--- config.mk ---
export PLATFORM = sky130hd
export DESIGN_NAME = vwr_ram
export DESIGN_NICKNAME = d
export VERILOG_FILES = /design/src/rtl/vwr_ram.sv
export SDC_FILE = /design/constraint.sdc
export NUM_CORES = 1
export LEC_CHECK = 0
export BUFFER_PORTS_ARGS = -buffer_cell sky130_fd_sc_hd__buf_2
export CORE_MARGIN = 5
export CORE_UTILIZATION = 45
export CTS_CLUSTER_SIZE = 24
export DETAILED_ROUTE_END_ITERATION = 10
export HOLD_SLACK_MARGIN = 0.02
export PLACE_DENSITY = 0.68
export SLEW_MARGIN = 15
export SYNTH_ARGS = -nofsm -noshare
export SYNTH_HDL_FRONTEND = slang
export SYNTH_SLANG_ARGS = --single-unit
--- constraint.sdc ---
create_clock -name i_clk -period 2.85 [get_ports i_clk]
set_clock_uncertainty 0.1 [all_clocks]
set_input_delay 0.1425 -clock i_clk [delete_from_list [all_inputs] [get_ports i_clk]]
set_output_delay 0.1425 -clock i_clk [all_outputs]
set_load 0.02 [all_outputs]
--- src/rtl/vwr_ram.sv ---
// Generic single write port, single read port RAM with registered read data.
// No dependencies.
module vwr_ram #(
    parameter int WIDTH = 8,
    parameter int DEPTH = 16
) (
    input  logic                     i_clk,
    input  logic                     i_we,
    input  logic [$clog2(DEPTH)-1:0] i_waddr,
    input  logic [WIDTH-1:0]         i_wdata,
    input  logic [$clog2(DEPTH)-1:0] i_raddr,
    output logic [WIDTH-1:0]         o_rdata
);

    logic [WIDTH-1:0] r_mem [DEPTH];
    logic [WIDTH-1:0] r_rdata;

    // Write and registered read.
    always_ff @(posedge i_clk) begin
        if (i_we) begin
            r_mem[i_waddr] <= i_wdata;
        end
        r_rdata <= r_mem[i_raddr];
    end

    assign o_rdata = r_rdata;

endmodule

# After elaboration in Yosys (flattened, before gate mapping)
# Memory sizes are Yosys's and may differ from the RTL's. A register that Yosys moved wholly into a read port is not among the register bits.
# Cells that the tools add are included.
totals:
  n_memories: 1
  mem_bits_rw: 128
  regBits: 0
op_classes:
  mux: 2
memory_table:
  columns: ["memory", "depth", "word_bits", "read_ports", "rd_clocked_by_memory_dff", "wr", "line", "rtl"]
  rows:
  - ["r_mem", 16, 8, 1, 1, 1, "15", "logic [WIDTH-1:0] r_mem [DEPTH];"]
op_table:
  columns: ["op", "count"]
  rows:
  - ["$mux 1", 2]

# Logic depth before layout (Yosys ltp)
# Gate-level depths: netlist (run 1).
depth:
  ltp_word: 2
  ltp_mapped: 5
  ltp_nobuf: 3

# Worst setup path after synthesis (run 1)
# Ideal clock, no wire load.
synth_path:
  kind: "input to register"
  from: "input i_waddr[2]"
  to: "memory r_mem[0][0] (enable)"
  setup_time_ps: 383
  required_time_ps: 2367
  path_slack_ps: 1115
  path_stages: 2
  t_arrival_ps: 1252
  cell_sequence: "or3b_2 > nor3_1"
synth_rtl:
  columns: ["item", "line", "rtl"]
  rows:
  - ["from (decl)", "9", "input logic [$clog2(DEPTH)-1:0] i_waddr,"]
  - ["to (decl)", "15", null]
# No word-level cell before the write port.

==> results of run 1 <==
-- power breakdown --
group	leakage (nW)	internal, mW	total, mW	switching [mW]
sequential	1.22	2.24	2.25	0.0109
clock	0.291	1.41	2.24	0.832
combinational	0.571	0.0904	0.222	0.131
-- state kept, by name (all words and copies together) (netlist names) --
signal / flops
o_rdata: 8
r_mem: 128
-- cell usage in the layout, fill, tap and decap left out, types with 3 or more instances in the layout --
cell and instances:
a22oi_1 16, clkbuf_16 17, buf_4 13, buf_2 25, inv_6 3, edfxtp_1 128, nor2_1 13, nand2_1 9
mux4_1 14, clkinvlp_4 3, mux4_2 18, dfxtp_1 8, nor3_1 4, bufinv_16 3, dlygate4sd3_1 5, clkinv_4 3
-- kinds of logic (layout without fill, tap and decap cells) --
kind of cell	Yosys count	in the layout	share of synthesized area, %
multiplexers	32	32	15.0
flip-flops	136	136	77.8
AND/OR/NAND/NOR	35	35	3.18
buffers and inverters	10	76	1.68
AO/OA/AOI/OAI	16	16	2.33
-- critical path: stages --
cell,delay (ns)
buf_2,0.41
buf_12,0.26
mux4_1,0.57
a22oi_1,0.28
nand2_1,0.10
-- worst paths after layout --
path / end / slack, ns / depth (start not counted)
setup / recovery: o_rdata[0]$_DFF_P_ / 1.28 / 5
setup reg to reg: o_rdata[1]$_DFF_P_ / 1.31 / 3
hold reg to reg: o_rdata[2]$_DFF_P_ / 0.57 / 3
hold / removal: r_mem[6][5]$_DFFE_PP_ / 0.03 / 1
-- per-layer routing --
| metal | vias up | GRT usage, % |
|---|---|---|
| met3 | 13 | 6.27 |
| met1 | 1272 | 23.2 |
| met5 | - | 0 |
| li1 | 1084 | - |
| met4 | 0 | 5.96 |
| met2 | 109 | 23.8 |
-- cell type report --
class                   count  area share, %
flip-flops and latches    136           65.1
multi-input cells          83           17.2
well taps                 143           2.91
repair buffers             44           4.76
clock buffers              19           7.21
clock inverters            13           2.77
-- what timing repair did --
action	4_1_cts	5_1_grt
endpoints found under the hold margin	80	0
gates resized for setup	0	0
hold buffers	5	0
-- Yosys cell counts, types with 2 or more instances --
master             n
nand3b_1           2
edfxtp_1         128
mux4_1            14
mux4_2            18
nand2b_1           2
buf_6              3
buf_2              3
nand2_1            9
nor3_1             4
a22oi_1           16
clkdlybuf4s25_2    3
nor2_1            13
dfxtp_1            8
-- through the flow --
step                total power [mW]  hold WS [ns]  worst slack, ns
floorplan                       2.42         0.141             1.11
global placement                2.50         0.428            0.860
detailed placement              2.51         0.437            0.850
CTS                             4.74        0.0208             1.27
global route                    4.87        0.0204             1.18
finish                          4.71        0.0263             1.28
==> results.sh, run 1 <==
export IMPL_final_setup_tns_ns=0
export IMPL_ys_seq_elements=136
export IMPL_drc=0
export IMPL_clock_sinks=136
export IMPL_post_route_period_util_pct=55.3
export IMPL_utilization_pct=54.3
export IMPL_crit_start="i_raddr[0]"
export IMPL_via_per_inst=5.66
export IMPL_cts_tree="built"
export IMPL_drv_cap=0
export IMPL_slew_headroom_pct=31.3
export IMPL_htree_levels=4
export IMPL_clockBufferDepth=2
export IMPL_rsz0062_at_grt="no"
export IMPL_ios=26
export IMPL_wl_met1_um=4500
export IMPL_gp_congestion=0.843
export IMPL_min_delay_start="i_wdata[5]"
export IMPL_wl_met3_um=783
export IMPL_r2r_start="r_mem[0][1]$_DFFE_PP_"
export IMPL_clkTransAtPathRegs_ns=0.06
export IMPL_die_area_mm2=0.0137
export IMPL_arrival_ns=1.77
export IMPL_rows=39
export IMPL_crit_fanout=19
export IMPL_synth_cells=229
export IMPL_fmaxAchievable_mhz=635
export IMPL_topRoutingLayerUsed="met4"
export IMPL_yosys_warnings=0
export IMPL_overflow=0
export IMPL_leakagePower_nw=2.08
export IMPL_worstSetupStartpointType="input port"
export IMPL_totalWireLength_um=10100
export IMPL_wl_per_cell_um=23.1
export IMPL_dp_hpwl_um=6170
export IMPL_area_growth_pct=19.4
export IMPL_dpl_cell_count=401
export IMPL_fin_cells=438
export IMPL_regArea_mm2=0.00400
export IMPL_clock_latency_ns=0.42
export IMPL_avgSynthCellArea_um2=22.5
export IMPL_post_cts_repair_setup_buffers=0
export IMPL_num_vias=2478
export IMPL_status="finished, final reports clean"
export IMPL_layout_drive_gt1_share_pct=30.2
export IMPL_tightest_slew_ns=1.03
export IMPL_ys_seq_area_share_pct=77.8
export IMPL_drtIter0Drc=273
export IMPL_ys_types=19
export IMPL_postRouteAntennaNets=0
export IMPL_peakVddDrop_mv=0.610
export IMPL_wl_met2_um=4660
export IMPL_root_buffer="clkbuf_16"
export IMPL_die_w_um=117
export IMPL_antenna_found_initial=0
export IMPL_grt_pass1_vias=2532
export IMPL_place_area_mm2=0.00548
export IMPL_hold_violations=0
export IMPL_slew_viol_final=0
export IMPL_path_class="input port to register"
export IMPL_dr_pass1_iters=5
export IMPL_design_area_mm2=0.00615
export IMPL_required_ns=3.04
export IMPL_io_buffers=25
export IMPL_synth_top_cell_area_share_pct=74.7
export IMPL_yosys_area_top_type="edfxtp_1"
export IMPL_hold_path_class="input port to register"
export IMPL_core_area_mm2=0.0113
export IMPL_grt_max_degree=33
export IMPL_grtUsageTotal_pct=16.5
export IMPL_final_fill_count=852
export IMPL_cts_buffers=17
export IMPL_layout_nets=300
export IMPL_grt_pass1_wl_um=15500
export IMPL_fin_crit_ns=1.57
export IMPL_cp_end_kind="register"
export IMPL_netlist_area_mm2=0.00515
export IMPL_synth_nets=247
export IMPL_fp_dieH_um=117
export IMPL_synthArstFlopShare_pct=0
export IMPL_synth_edf_count=128
export IMPL_netlist_top_cells_area="edfxtp_1 (75%), mux4_2 (7.9%), mux4_1 (7.1%), dfxtp_1 (3.1%), a22oi_1 (2.3%)"
export IMPL_setup_violations=0
export IMPL_num_antenna_cells=0
export IMPL_power_density_mw_per_mm2=766
export IMPL_initial_core_util_pct=45.5
export IMPL_ys_flop_type="edfxtp_1"
export IMPL_multi_input_area_mm2=0.00106
Note: power is estimated with default switching activity, not from simulation.
==> run 2: changes to the inputs <==
==> constraint.sdc (replaced) <==
create_clock -name i_clk -period 1.6 [get_ports i_clk]
set_clock_uncertainty 0.1 [all_clocks]
set_input_delay 0.08 -clock i_clk [delete_from_list [all_inputs] [get_ports i_clk]]
set_output_delay 0.08 -clock i_clk [all_outputs]
set_load 0.02 [all_outputs]
==> results.sh, run 2 (synthesized netlist as in run 1, its figures left out) <==
export IMPL_num_vias=2463
export IMPL_preCtsSetupSlack_ns=-0.106
export IMPL_cts_buffers=17
export IMPL_final_setup_tns_ns=0
export IMPL_fmaxAchievable_mhz=679
export IMPL_totalWireLength_um=10000
export IMPL_layout_commonest_cell="edfxtp_1"
export IMPL_grt_pass1_vias=2654
export IMPL_power_density_mw_per_mm2=1310
export IMPL_setup_ws_ns=0.127
export IMPL_grt_max_degree=21
export IMPL_fp_dieH_um=117
export IMPL_grt_pass1_wl_um=15800
export IMPL_clock_sinks=136
export IMPL_largest_reg_flops=128
export IMPL_die_area_mm2=0.0137
export IMPL_crit_fanout=1
export IMPL_whs_ns=0.123
export IMPL_grtUsageTotal_pct=16.6
export IMPL_layout_nets=315
export IMPL_gp_congestion=0.748
export IMPL_slew_viol_final=0
export IMPL_overflow=0
export IMPL_via_per_inst=5.44
export IMPL_peakVddDrop_mv=0.632
export IMPL_clkTransAtPathRegs_ns=0.06
export IMPL_rows=39
export IMPL_htree_levels=4
export IMPL_postRouteAntennaNets=0
export IMPL_layout_drive_gt1_share_pct=31.9
export IMPL_worstSetupStartpointType="register"
export IMPL_root_buffer="clkbuf_16"
export IMPL_initial_core_util_pct=45.5
export IMPL_drtIter0Drc=174
export IMPL_cts_tree="built"
export IMPL_setup_violations=0
export IMPL_rsz0062_at_grt="no"
export IMPL_largest_register="r_mem"
export IMPL_die_w_um=117
export IMPL_post_route_period_util_pct=92.1
export IMPL_clockBufferDepth=2
export IMPL_tightest_slew_ns=0.765
export IMPL_dp_hpwl_um=6390
export IMPL_hold_violations=0
export IMPL_hold_path_class="input port to register"
export IMPL_ios=26
export IMPL_wl_per_cell_um=22.1
export IMPL_final_fill_count=864
export IMPL_status="finished, final reports clean"
export IMPL_drv_cap=0
export IMPL_area_growth_pct=22.1
export IMPL_num_antenna_cells=0
export IMPL_fin_crit_ns=1.47
export IMPL_arrival_ns=1.67
export IMPL_antenna_found_initial=0
export IMPL_core_area_mm2=0.0113
export IMPL_required_ns=1.79
export IMPL_leakagePower_nw=2.16
export IMPL_slew_headroom_pct=48.8
export IMPL_dr_pass1_iters=4
export IMPL_clock_latency_ns=0.41
export IMPL_path_class="register to register"
export IMPL_drc=0
export IMPL_cp_end_kind="register"
export IMPL_layout_common_cells="edfxtp_1 (128), buf_2 (25), buf_4 (22)"
export IMPL_io_buffers=25
## run 2: per-layer routing
| layer | vias up | share of wire [%] | routed length, um | GRT usage, % |
|---|---|---|---|---|
| li1 | 1111 | - | - | - |
| met3 | 14 | 6.0 | 598 | 5.04 |
| met2 | 76 | 49 | 4940 | 25.9 |
| met4 | 0 | 1.6 | 158 | 6.35 |
| met5 | - | 0 | 0 | 0 |
| met1 | 1262 | 43 | 4300 | 22.2 |
## run 2: final timing paths
kind,start,end,slack (ns),cells past startpoint
max,r_mem[9][3]$_DFFE_PP_,o_rdata[3]$_DFF_P_,0.13,3
min,i_waddr[0],r_mem[0][4]$_DFFE_PP_,0.12,3
max reg2reg,r_mem[9][3]$_DFFE_PP_,o_rdata[3]$_DFF_P_,0.13,3
min reg2reg,r_mem[4][1]$_DFFE_PP_,o_rdata[1]$_DFF_P_,0.58,3
## run 2: where the power goes
part	switching, mW	internal, mW
clock	1.39	2.42
sequential	0.0254	3.98
combinational	0.240	0.189
## run 2: area by class of cell
cell class	instances	area, um^2	area share, %
Clock inverter	14	158	2.51
Timing Repair Buffer	59	450	7.16
Sequential cell	136	4000	63.7
Tap cell	143	179	2.85
Multi-Input combinational cell	83	1070	17.0
Clock buffer	18	429	6.83
## run 2: critical path: stages (launching register included)
cell	delay [ns]
edfxtp_1	0.35
mux4_1	0.55
a22oi_2	0.28
nand2_1	0.08
## run 2: per-stage QoR
stage	cell area, um^2	cells	total power, mW	utilization [%]
2_1_floorplan	5150	229	4.31	-
3_3_place_gp	5620	413	4.49	49.6
3_5_place_dp	5620	413	4.50	49.6
4_1_cts	6280	453	8.32	55.5
5_1_grt	6290	453	8.54	55.5
6_report	6290	453	8.25	55.5
## run 2: timing repair
action                                  in CTS  in global routing
gates resized for setup                      0                  1
hold buffers                                 8                  0
hold endpoints to repair                   128                  0
setup buffers                                0                  0
endpoints found under the setup margin       0                  1
==> run 3: changes to the inputs <==
--- a/config.mk
+++ b/config.mk
@@ -12,6 +12,7 @@
 export DETAILED_ROUTE_END_ITERATION = 10
 export HOLD_SLACK_MARGIN = 0.02
 export PLACE_DENSITY = 0.68
+export SETUP_SLACK_MARGIN = 0.15
 export SLEW_MARGIN = 15
 export SYNTH_ARGS = -nofsm -noshare
 export SYNTH_HDL_FRONTEND = slang
==> results.sh, run 3 (synthesized netlist as in run 1, its figures left out) <==
export IMPL_status="finished, final reports clean"
export IMPL_grt_max_degree=21
export IMPL_antenna_found_initial=0
export IMPL_layout_drive_gt1_share_pct=33.9
export IMPL_dr_pass1_iters=5
export IMPL_num_antenna_cells=0
export IMPL_grt_pass1_vias=2659
export IMPL_slew_viol_final=0
export IMPL_area_growth_pct=22.6
export IMPL_layout_nets=315
export IMPL_wl_per_cell_um=22.0
export IMPL_power_mw=8.26
export IMPL_grtUsageTotal_pct=16.7
export IMPL_drc=0
export IMPL_fp_dieH_um=117
export IMPL_hold_violations=0
export IMPL_whs_ns=0.124
export IMPL_final_setup_tns_ns=0
export IMPL_leakagePower_nw=2.15
export IMPL_via_per_inst=5.41
export IMPL_dpl_cell_count=413
export IMPL_largest_register="r_mem"
export IMPL_initial_core_util_pct=45.5
export IMPL_clockBufferDepth=2
export IMPL_rsz0062_at_grt="yes"
export IMPL_rows=39
export IMPL_layout_common_cells="edfxtp_1 (128), buf_2 (25), buf_4 (22)"
export IMPL_hold_path_class="input port to register"
export IMPL_post_cts_repair_setup_buffers=0
export IMPL_die_area_mm2=0.0137
export IMPL_required_ns=1.79
export IMPL_tightest_slew_ns=0.732
export IMPL_totalWireLength_um=9960
export IMPL_worstSetupStartpointType="register"
export IMPL_postRouteAntennaNets=0
export IMPL_arrival_ns=1.60
export IMPL_fin_cells=453
export IMPL_peakVddDrop_mv=0.630
export IMPL_io_buffers=25
export IMPL_root_buffer="clkbuf_16"
export IMPL_setup_violations=0
export IMPL_clkTransAtPathRegs_ns=0.06
export IMPL_cts_tree="built"
export IMPL_crit_fanout=1
export IMPL_grt_pass1_wl_um=15900
export IMPL_drtIter0Drc=179
export IMPL_slew_headroom_pct=51.0
export IMPL_overflow=0
export IMPL_drv_cap=0
export IMPL_clock_sinks=136
export IMPL_post_route_period_util_pct=88.4
export IMPL_cp_end_kind="register"
export IMPL_num_vias=2449
export IMPL_clock_latency_ns=0.41
export IMPL_fmaxAchievable_mhz=707
export IMPL_final_fill_count=860
export IMPL_htree_levels=4
export IMPL_core_area_mm2=0.0113
export IMPL_die_w_um=117
export IMPL_cts_buffers=17
export IMPL_dp_hpwl_um=6390
export IMPL_layout_commonest_cell="edfxtp_1"
export IMPL_path_class="register to register"
export IMPL_gp_congestion=0.748
export IMPL_power_density_mw_per_mm2=1310
export IMPL_largest_reg_flops=128
export IMPL_ios=26
export IMPL_fin_crit_ns=1.41
## run 3: stage by stage
step           utilization (%)  setup slack (ns)  cell area (um^2)
3_5_place_dp              49.6            -0.106              5620
5_1_grt                   55.7             0.137              6310
4_1_cts                   55.6             0.173              6290
6_report                  55.7             0.186              6310
2_1_floorplan                -             0.154              5150
3_3_place_gp              49.6           -0.0512              5620
## run 3: area by class of cell
| cell class | instances | area, um^2 | share of cell area (%) |
|---|---|---|---|
| multi-input cells | 83 | 1090 | 17.3 |
| well taps | 143 | 179 | 2.84 |
| clock inverters | 14 | 158 | 2.50 |
| flip-flops and latches | 136 | 4000 | 63.5 |
| repair buffers | 59 | 450 | 7.14 |
| clock buffers | 18 | 429 | 6.80 |
## run 3: timing repair
| action | 4_1_cts | 5_1_grt |
|---|---|---|
| cloned | 0 | 0 |
| endpoints found under the setup margin | 3 | 5 |
| hold buffers | 8 | 0 |
| pin swaps | 1 | 1 |
| resized for setup | 4 | 3 |
| hold endpoints to repair | 128 | 0 |
## run 3: final timing paths
path	to	cells past startpoint	slack, ns	startpoint
hold / removal	r_mem[0][5]$_DFFE_PP_	3	0.12	i_waddr[0]
setup / recovery	o_rdata[3]$_DFF_P_	3	0.19	r_mem[11][3]$_DFFE_PP_
hold reg to reg	o_rdata[1]$_DFF_P_	3	0.58	r_mem[4][1]$_DFFE_PP_
setup reg to reg	o_rdata[3]$_DFF_P_	3	0.19	r_mem[11][3]$_DFFE_PP_
## run 3: report_power, final
part / internal [mW] / switching, mW
clock: 2.42 / 1.38
sequential: 3.98 / 0.0256
combinational: 0.194 / 0.244
## run 3: critical path, cell delays in order, from the launching register on
cell      delay (ns)
edfxtp_1        0.37
mux4_2          0.50
a22oi_2         0.25
nand2_1         0.08
## run 3: routing by layer
layer / vias to the layer above / wire [um] / track usage, %
met1: 1243 / 4220 / 22.2
met2: 81 / 4870 / 26.1
met3: 14 / 712 / 5.09
met5: - / 0 / 0
li1: 1111 / - / -
met4: 0 / 159 / 6.35
